<file path="config.mk">
export PLATFORM = sky130hd
export DESIGN_NAME = slt_cell
export DESIGN_NICKNAME = d
export VERILOG_FILES = /design/src/sv/slt_pkg.sv /design/src/sv/slt_cell.sv
export SDC_FILE = /design/constraint.sdc
export NUM_CORES = 1
export LEC_CHECK = 0
export BUFFER_PORTS_ARGS = -buffer_cell sky130_fd_sc_hd__buf_2
export CELL_PAD_IN_SITES_DETAIL_PLACEMENT = 1
export CELL_PAD_IN_SITES_GLOBAL_PLACEMENT = 2
export CORE_ASPECT_RATIO = 1.75
export CORE_MARGIN = 4
export CORE_UTILIZATION = 35
export CTS_CLUSTER_DIAMETER = 120
export CTS_CLUSTER_SIZE = 20
export DETAILED_ROUTE_END_ITERATION = 8
export HOLD_SLACK_MARGIN = 0.12
export PLACE_DENSITY_LB_ADDON = 0.15
export REMOVE_ABC_BUFFERS = 1
export SYNTH_ARGS = -nofsm -noshare
export SYNTH_HDL_FRONTEND = slang
export SYNTH_SLANG_ARGS = --single-unit
</file>
<file path="constraint.sdc">
create_clock -name clk -period 4.5 [get_ports clk]
set_clock_uncertainty 0.05 [all_clocks]
set_input_delay 0.225 -clock clk [delete_from_list [all_inputs] [get_ports clk]]
set_output_delay 0.225 -clock clk [all_outputs]
set_load 0.02 [all_outputs]
</file>
<file path="src/sv/slt_pkg.sv">
// ----------------------------------------------------------------------------
// slt_pkg: shared types and codes of the station learning table
// Result status codes, result record and the link record passed from cell
// to cell along the entry row.
// ----------------------------------------------------------------------------
package slt_pkg;

    localparam int MAC_W     = 48;
    localparam int RSSI_W    = 8;
    localparam int TIME_W    = 32;
    localparam int CHAN_W    = 4;
    localparam int COUNT_W32 = 32;
    localparam int TAG_W     = 6;

    localparam logic [CHAN_W-1:0] CHANNEL_RESET = 4'd1;

    typedef enum logic [1:0] {
        STATUS_UPDATED  = 2'd0,
        STATUS_INSERTED = 2'd1,
        STATUS_DROPPED  = 2'd2
    } status_t;

    typedef struct packed {
        status_t                status;
        logic [TAG_W-1:0]       entry_index;
        logic [COUNT_W32-1:0]   packet_total;
        logic [TIME_W-1:0]      first_seen_ms;
    } result_t;

    // request walking the row; done marks that some cell matched or inserted
    typedef struct packed {
        logic                   valid;
        logic                   done;
        logic [MAC_W-1:0]       station_address;
        logic signed [RSSI_W-1:0] signal_strength;
        logic [TIME_W-1:0]      now_ms;
        result_t                res;
    } link_t;

endpackage

</file>
<file path="src/sv/slt_cell.sv">
// ----------------------------------------------------------------------------
// slt_cell: one station entry of the learning row
// Holds one entry, compares the passing request against it, updates or
// fills the entry and hands the request on to the next cell through its link register.
// ----------------------------------------------------------------------------
module slt_cell #(
    parameter int INDEX   = 0,
    parameter int COUNT_W = 7
) (
    input  logic                          clk,
    input  logic                          rst_n,
    input  logic [slt_pkg::CHAN_W-1:0]    channel,
    input  logic [COUNT_W-1:0]            used_count,
    input  slt_pkg::link_t                link_in,
    output slt_pkg::link_t                link_out
);

    localparam logic [COUNT_W-1:0]           POS = COUNT_W'(INDEX);
    localparam logic [slt_pkg::TAG_W-1:0]    TAG = slt_pkg::TAG_W'(INDEX % 64);

    logic [slt_pkg::MAC_W-1:0]       mac_reg,        mac_next;
    logic signed [slt_pkg::RSSI_W-1:0] rssi_reg,     rssi_next;
    logic [slt_pkg::CHAN_W-1:0]      channel_reg,    channel_next;
    logic [slt_pkg::TIME_W-1:0]      last_seen_reg,  last_seen_next;
    logic [slt_pkg::TIME_W-1:0]      first_seen_reg, first_seen_next;
    logic [slt_pkg::COUNT_W32-1:0]   packets_reg,    packets_next;
    slt_pkg::link_t                  link_reg,       link_next;

    logic                            live;
    logic                            hit;
    logic                            fill;
    logic [slt_pkg::COUNT_W32-1:0]   packets_inc;

    assign live = link_in.valid && !link_in.done;
    assign hit  = live && (POS < used_count) && (mac_reg == link_in.station_address);
    // first free slot takes a request that matched nowhere before it
    assign fill = live && (used_count == POS);

    assign packets_inc = (packets_reg == '1) ? packets_reg
                                             : packets_reg + slt_pkg::COUNT_W32'(1);

    always_comb
    begin
        mac_next        = mac_reg;
        rssi_next       = rssi_reg;
        channel_next    = channel_reg;
        last_seen_next  = last_seen_reg;
        first_seen_next = first_seen_reg;
        packets_next    = packets_reg;
        link_next       = link_in;
        if (hit)
        begin
            rssi_next                   = link_in.signal_strength;
            channel_next                = channel;
            last_seen_next              = link_in.now_ms;
            packets_next                = packets_inc;
            link_next.done              = 1'b1;
            link_next.res.status        = slt_pkg::STATUS_UPDATED;
            link_next.res.entry_index   = TAG;
            link_next.res.packet_total  = packets_inc;
            link_next.res.first_seen_ms = first_seen_reg;
        end
        else if (fill)
        begin
            mac_next                    = link_in.station_address;
            rssi_next                   = link_in.signal_strength;
            channel_next                = channel;
            last_seen_next              = link_in.now_ms;
            first_seen_next             = link_in.now_ms;
            packets_next                = slt_pkg::COUNT_W32'(1);
            link_next.done              = 1'b1;
            link_next.res.status        = slt_pkg::STATUS_INSERTED;
            link_next.res.entry_index   = TAG;
            link_next.res.packet_total  = slt_pkg::COUNT_W32'(1);
            link_next.res.first_seen_ms = link_in.now_ms;
        end
    end

    always_ff @(posedge clk)
    begin
        mac_reg        <= mac_next;
        rssi_reg       <= rssi_next;
        channel_reg    <= channel_next;
        last_seen_reg  <= last_seen_next;
        first_seen_reg <= first_seen_next;
        packets_reg    <= packets_next;
    end

    always_ff @(posedge clk or negedge rst_n)
    begin
        if (!rst_n)
        begin
            link_reg <= '0;
        end
        else
        begin
            link_reg <= link_next;
        end
    end

    assign link_out = link_reg;

endmodule

</file>
Word level (Yosys, flattened, before mapping)
Index checks and enable logic that the tools add are counted.
- bitwise operators: 1
- reduce and logical (&&, ||, !) cells: 8
- $add $sub $neg: 1
- muxes and demuxes: 7
- equality and inequality tests: 2
- $lt $le $gt $ge: 1
- operator list (operator ; count):
    $mux 72 ; 2
    $mux 32 ; 3
    $eq 48x48->1 ; 1
    $add 32x1->32 const B ; 1
    $eq 32x32->1 const B ; 1
    $logic_not 7->1 ; 1
    $lt 1x7->1 const A ; 1
    $logic_and 1x1->1 ; 4
    $mux 1 ; 2
    $reduce_and 2->1 ; 1
    $reduce_bool 2->1 ; 1
    $logic_not 1->1 ; 1
    $not 1->1 ; 1
- output and inout bits: 162
- register bits after elaboration: 274
- logic and storage cells: 32
- input port bits: 175

Depth between registers and ports, before layout
Gate-level depths: netlist of run 1.
- depth in word-level cells: 6
- mapped depth: 8
- gate-level depth less buffers: 7

Worst setup path before layout of run 1
Ideal clock, no wire load.
- path kind: input port to flip-flop
- from: input used_count[3]
- to: register first_seen_reg[0] (netlist name), enable pin
- data arrival time: 3.238 ns
- data required time: 3.974 ns
- setup time: 0.476 ns
- stages on the path: 4
- buffers on the path: 1
- path slack: 0.736 ns
- path through: nor4_1 > nand3b_1 > clkinv_1 > clkbuf_1
- longest elaborated chain between the ends: 5
- elaborated cells on any way between the ends: 7
- those cells by class: order compare: 1; bitwise: 1; reduce/logical: 5
- RTL lines (element ; RTL line ; RTL):
    start: declaration ; slt_cell.sv:13 ; input logic [COUNT_W-1:0] used_count,
    $lt 1x7->1 ; slt_cell.sv:35 ; assign hit = live && (POS < used_count) && (mac_reg == link_in.station_address);
    $logic_and 1x1->1 (2 in series) ; slt_cell.sv:35 ;
    $not 1->1 (no source line) ; - ;
    $reduce_and 2->1 (no source line) (*) ; - ;
    end signal: assignment ; slt_cell.sv:85 ; first_seen_reg <= first_seen_next;
    end: declaration ; slt_cell.sv:25 ; logic [slt_pkg::TIME_W-1:0] first_seen_reg, first_seen_next;
Mark *: on every way between the ends. The rest lies on a longest branch, timed or not.
A chain may end at the register's enable or synchronous reset.

Worst setup path in the final report of run 1
- from: input link_in[145] (netlist name)
- to: register packets_reg[20] (netlist name), enable pin
- longest elaborated chain between the ends: 3
- RTL lines (element ; RTL line ; RTL):
    start: declaration ; slt_cell.sv:14 ; input slt_pkg::link_t link_in,
    $eq 48x48->1 ; slt_cell.sv:35 ;
    $logic_and 1x1->1 ; slt_cell.sv:35 ;
    $reduce_bool 2->1 (no source line) ; - ;
    end signal: assignment ; slt_cell.sv:86 ; packets_reg <= packets_next;
    end: declaration ; slt_cell.sv:26 ; logic [slt_pkg::COUNT_W32-1:0] packets_reg, packets_next;
Every way passes these cells.

==> impl_results.md, run 1 <==
- Crit-path leading delay family: simple AND/OR/NAND/NOR gates
- Crit path DAT: 3.48 ns
- Fillers: 3016
- Most frequent cells in the layout: buf_2, dlygate4sd3_1, dfrtp_1
- Synth Flop Type: dfrtp_1
- Final Hold Viols: 0
- Worst slew pin tran: 0.7152 ns
- Leakage power: 6.318 nW
- Max reg flops: 162
- Die height: 232.3 microns
- Crit. Startpoint: link_in[145]
- Status: completed
- Net Sw Frac: 23.59%
- Clock Path Buffers: 3
- Clk_lat worst skew: 0.50 ns
- R2R depth: 7
- Post-synth EDFFs: 112
- CTS Root Cell: clkbuf_16
- Clock network power share: 32.6%
- Num rows: 81
- Worst Path Max Fanout: 41
- Post-Syn Area per Cell: 14.23 sq um
- Cells along the critical path: dlygate4sd3_1, buf_2, xor2_1, nor4_1, nand4_1, or4_4, and2_4, inv_1, buf_4
- Hpwl dp: 21330 microns
- Die area: 0.03163 sq mm
- Num Clock Sinks: 274
- Vias per Instance: 4.767
- Crit. End Element: flip-flop
- Register area share after synthesis: 73.72%
- WL/cell: 19.45 microns
- CP Launch Type: input pin
- WP depth: 9
- Die width: 136.2 microns
- Slew Viols, Final: 0
- Via count: 7565
- I/O Pins: 337
- Number of port buffers: 332
- CTS Buf Count: 17
- GRT overflow: 0
- Area added between synthesis and finish: 41.42%
- Crit Path Class: in -> reg
- Cell Int Power: 3.621 mW
- Post-layout minimum cycle time: 3.389 ns
- Synth area leader: dfrtp_1
- Largest cells by area after synthesis: dfrtp_1, edfxtp_1, xor2_1, nand2_1, nor2_1
- RSZ-0062 raised after global routing: no
- Cell area after synthesis: 0.01006 sq mm
- Non-Filler Instances: 1587
- Largest net degree at the start of global routing: 102
- Area of the core: 0.02817 sq mm
- Slowest CP cell: or4_4
- Max_cap viols: 0
- R2R Setup Slk: 1.13 ns
- Switching power: 1.118 mW
- TNS Setup: 0 ns
- Initial drt markers: 309
- Tot GR Track Use: 19.35%
- Initial DRT Pass Iterations: 4
- Remaining DRCs: 0
- Share of post-route cells with drive strength above 1: 31.02%
- DRT antenna net count: 0
- FF+latch area: 0.007417 sq mm
- Synthesized flop and latch total: 274
- H-tree depth: 1
- Initial antenna violation count: 2
- Post-synth top area share: 40.29%
- Initial Util: 35.71%
- Most common cell after layout, fill and taps aside: buf_2
- Drt total wl: 30870 microns
- Multi-input logic area: 0.002460 sq mm
- Peak Freq: 0.2951 GHz
- Max_slew headroom: 51.88%
- Start of the worst register-to-register path: mac_reg[33]
- Sequential share of power: 56.8%
- Reg-to-reg endpoint: packets_reg[20]
- Combinational share of power: 10.6%
- CTS tree: built
- CP peak stage delay: 0.84 ns
- Placed cells: 1393
- # setup viols final: 0
- Vias in the first global route: 8519
- Worst hold path class: in -> async
- Period utilization: 75.31%
- First-pass GRT wire length: 47310 microns
- CP Data Required Time: 4.60 ns
- Async set or reset register ratio after synthesis: 59.12%
- Cell count after synthesis: 707
- CP endpoint: packets_reg[20]
- Buf+Inv Stages, Crit Path: 4
- Post-CTS Repair Setup Buffers: 0
- Post-layout nets: 1378
- CTS clk-pin slew, worst paths: 0.09 ns
- Power per Cell Area: 333.1 mW/mm^2
- Peak VDD IR: 0.0003037 V
- Placer Congestion: 0.8308
- Distinct cell type count after synthesis: 48
- Synth Warn #: 0
-- cell usage after synthesis (all sizes together), types with 3 or more instances --
cell / number
a311oi: 3
a31oi: 32
nor2: 68
or4: 4
xnor2: 10
and4: 6
a2111oi: 4
o31ai: 4
edfxtp: 112
nand3: 12
nand2: 69
nor3: 10
nand4: 16
nand2b: 3
a21o: 24
xor2: 57
nor4: 19
buf: 15
o21a: 3
inv: 9
o2111ai: 4
o2bb2ai: 7
clkbuf: 11
dfrtp: 162
nor2b: 4
a21oi: 6
and3: 13
-- power by group through the flow --
stage / logic [mW] / registers, mW / clock network, mW
after floorplan: 0.0530 / 2.85 / 0
after global placement: 0.389 / 2.74 / 0
after detailed placement: 0.394 / 2.74 / 0
after CTS: 0.508 / 2.69 / 1.62
after global routing: 0.541 / 2.70 / 1.71
final: 0.502 / 2.69 / 1.55
-- timing repair --
action / CTS / global route
hold endpoints to repair: 303 / 0
resized for setup: 0 / 0
hold buffers: 163 / 0
endpoints found under the setup margin: 0 / 0
-- how the worst min path moves through the flow --
stage / start / end / slack [ns] / cells after the start
floorplan: rst_n / link_out[0] / -0.12 / 0
global placement: rst_n / link_out[111] / 0.19 / 1
detailed placement: rst_n / link_out[105] / 0.19 / 1
CTS: rst_n / link_out[105] / 0.23 / 2
global route: rst_n / link_out[105] / 0.25 / 2
finish: rst_n / link_out[105] / 0.20 / 2
-- per-stage QoR --
stage | area, sq um | util (%) | hold WS (ns) | setup WS (ns) | power [mW]
4_1_cts | 14220 | 50.48 | 0.2305 | 1.044 | 4.817
3_5_place_dp | 12120 | 43.01 | 0.1917 | 1.053 | 3.135
5_1_grt | 14220 | 50.48 | 0.2543 | 0.9003 | 4.951
6_report | 14230 | 50.50 | 0.2025 | 1.111 | 4.740
3_3_place_gp | 12120 | 43.01 | 0.1896 | 1.049 | 3.127
2_1_floorplan | 9915 | - | -0.1206 | 0.1501 | 2.898
-- worst register-to-register path, delay by kind of cell, from the launching register on --
kind,cells,cell delay (ns)
buffers and inverters,2,0.50
flip-flops,1,0.38
XOR/XNOR,1,0.15
AND/OR/NAND/NOR,4,1.92
-- metal layers --
metal,vias up,track usage (%),wire length (microns)
li1,3528,-,-
met1,3740,19.87,10540
met2,233,37.36,17400
met3,62,4.662,1896
met4,2,6.683,1015
met5,-,0,13
-- cell type report --
type	count	area share, %
inverter	10	0.2814
clock buffer	28	3.280
multi-input combinational	397	17.29
antenna	2	0.03517
timing repair buffer	502	23.65
clock inverter	1	0.06155
tap	373	3.280
sequential	274	52.13
-- kinds of logic after synthesis --
| logic type | after synthesis | synth area share, % |
|---|---|---|
| flip-flops | 274 | 73.72 |
| AND/OR/NAND/NOR | 233 | 11.69 |
| AO/OA/AOI/OAI | 95 | 6.703 |
| XOR/XNOR | 67 | 5.833 |
| buffers and inverters | 36 | 1.828 |
| multiplexers | 1 | 0.09949 |
| adder cells (fa/ha/maj) | 1 | 0.1243 |
Power figures use the tool's default switching activity.
==> run 2: changes to the inputs <==
CORE_UTILIZATION = 33   (was 35)
clock period = 3.55 ns   (was 4.5 ns; I/O delays follow)
==> run 2 against run 1 <==
Hold slack better by 0.071 ns. Total power grew 26%. Combinational power increased by 28%.
==> impl_results.md, run 2 (synthesis gave the netlist of run 1 again) <==
- Vias in the first global route: 8641 (+1.4%)
- Drt total wl: 31670 microns (+2.6%)
- Post-DP Area: 0.01222 sq mm (+0.83%)
- First-pass GRT wire length: 48760 microns (+3.1%)
- Die area: 0.03346 sq mm (+5.8%)
- Post-route cell area: 0.01432 sq mm (+0.64%)
- Initial antenna violation count: 0 (-2)
- H-tree depth: 1 (unchanged)
- Pre-CTS setup slack: 0.5044 ns (-0.5486 ns)
- Leakage power: 6.362 nW (+0.69%)
- Area of the core: 0.03006 sq mm (+6.7%)
- Max_cap viols: 0 (unchanged)
- WL/cell: 19.75 microns (+1.5%)
- Share of post-route cells with drive strength above 1: 31.39% (+0.37 points)
- Post-layout util: 47.64% (-2.9 points)
- Status: completed
- Hold EP: link_out[108]
- Initial Util: 33.47% (-2.2 points)
- Hold wc startpoint: link_in[108]
- Initial drt markers: 222 (-28%)
- Sequential share of power: 56.9% (about the same)
- Remaining DRCs: 0 (unchanged)
- Slew Viols, Final: 0 (unchanged)
- GRT overflow: 0 (unchanged)
- Worst Path Max Fanout: 33 (-20%)
- I/O Pins: 337 (unchanged)
- Post-layout minimum cycle time: 2.937 ns
- Post-layout nets: 1384 (+0.44%)
- Period utilization: 82.74%
- CP Data Required Time: 3.64 ns (-0.96 ns)
- Reg-to-reg endpoint: packets_reg[2]
- Initial DRT Pass Iterations: 4 (unchanged)
- Peak Freq: 0.3405 GHz
- R2R Setup Slk: 0.61 ns (-0.52 ns)
- Clock Path Buffers: 3 (unchanged)
- CTS clk-pin slew, worst paths: 0.08 ns (about the same)
- Worst slew pin tran: 0.9289 ns (+0.2137 ns)
- Ant diodes: 0 (-2)
- Via count: 7618 (+0.70%)
- RSZ-0062 raised after global routing: no
- Start of the worst register-to-register path: mac_reg[42]
- Most common cell after layout, fill and taps aside: buf_2
- DRT antenna net count: 0 (unchanged)
- Cell Int Power: 4.588 mW (+27%)
- Fin worst setup slack: 0.6128 ns (-0.4982 ns)
- Area added between synthesis and finish: 42.33%
- Switching power: 1.402 mW (+25%)
- CP Launch Type: flip-flop
- Largest net degree at the start of global routing: 112 (+9.8%)
- Num rows: 84 (+3.7%)
- Placer Congestion: 0.8403 (+1.1%)
- Clk_lat worst skew: 0.50 ns (about the same)
- Power per Cell Area: 418.3 mW/mm^2 (+26%)
- CTS tree: built
- Crit path DAT: 3.03 ns (-0.45 ns)
- Clock network power share: 32.4% (-0.2 points)
- Number of port buffers: 332 (unchanged)
- Final Hold Viols: 0 (unchanged)
- Hpwl dp: 22230 microns (+4.3%)
- Tot GR Track Use: 18.61% (-0.74 points)
- Vias per Instance: 4.749 (-0.37%)
- R2R depth: 7 (unchanged)
- Hold depth: 2
- Net Sw Frac: 23.40% (-0.19 points)
- Peak VDD IR: 0.0003805 V (+25%)
- Combinational share of power: 10.7% (about the same)
- Die width: 140.0 microns (+2.8%)
- Max_slew headroom: 38.07% (-14 points)
- Max reg flops: 162 (unchanged)
- Die height: 239.0 microns (+2.9%)
- # setup viols final: 0 (unchanged)
- Num Clock Sinks: 274 (unchanged)
- Worst hold path class: in -> reg
- Most frequent cells in the layout: buf_2, dlygate4sd3_1, dfrtp_1
- CTS Buf Count: 17 (unchanged)
- Crit Path Class: reg -> reg
- CTS Root Cell: clkbuf_16
- TNS Setup: 0 ns (unchanged)
- Fin Hold WS: 0.2740 ns (+0.07148 ns)
- Crit. End Element: flip-flop
run 2: timing repair:
action	in CTS	in global routing
hold buffers	163	0
resized for setup	0	0
buffers inserted	0	0
endpoints found under the hold margin	335	0
run 2: through the flow:
stage	total power, mW	std cells
final	5.990	1604
after global routing	6.276	1604
after CTS	6.103	1604
after detailed placement	3.984	1413
after global placement	3.973	1413
after floorplan	3.674	681
run 2: worst max path at each step:
stage | start | endpoint | slack, ns | cells after the start
floorplan | link_in[160] | first_seen_reg[0] | -0.75 | 3
global placement | mac_reg[42] | packets_reg[25] | 0.51 | 7
detailed placement | mac_reg[34] | packets_reg[25] | 0.50 | 7
CTS | mac_reg[34] | packets_reg[3] | 0.51 | 7
global route | mac_reg[6] | packets_reg[2] | 0.39 | 7
finish | mac_reg[42] | packets_reg[2] | 0.61 | 7
run 2: per-layer routing:
layer	vias up	wire length (microns)	global-route usage (%)
li1	3535	-	-
met1	3785	10810	19.47
met2	245	17950	36.41
met3	53	1849	3.823
met4	0	1069	6.318
met5	-	0	0
run 2: critical path: stages, from the launching register on:
cell and delay, ns:
edfxtp_1 0.41, xor2_1 0.16, nor4_1 0.39, nand4_1 0.18, or4_4 0.56, and2_4 0.31
inv_1 0.09, buf_4 0.41
run 2: power by group through the flow:
stage                     clock network, mW  registers, mW  logic, mW
after floorplan                           0           3.61     0.0671
after CTS                              2.04           3.41      0.652
after global placement                    0           3.47      0.501
after detailed placement                  0           3.48      0.508
final                                  1.94           3.41      0.641
after global routing                   2.16           3.42      0.694
run 2: final cells by class:
type                            count  area [sq um]
Sequential cell                   274          7417
Inverter                           10         40.04
Fill cell                        3274         15740
Clock inverter                      1         8.758
Tap cell                          387         484.2
Timing Repair Buffer              508          3447
Multi-Input combinational cell    397          2460
Clock buffer                       27         462.9
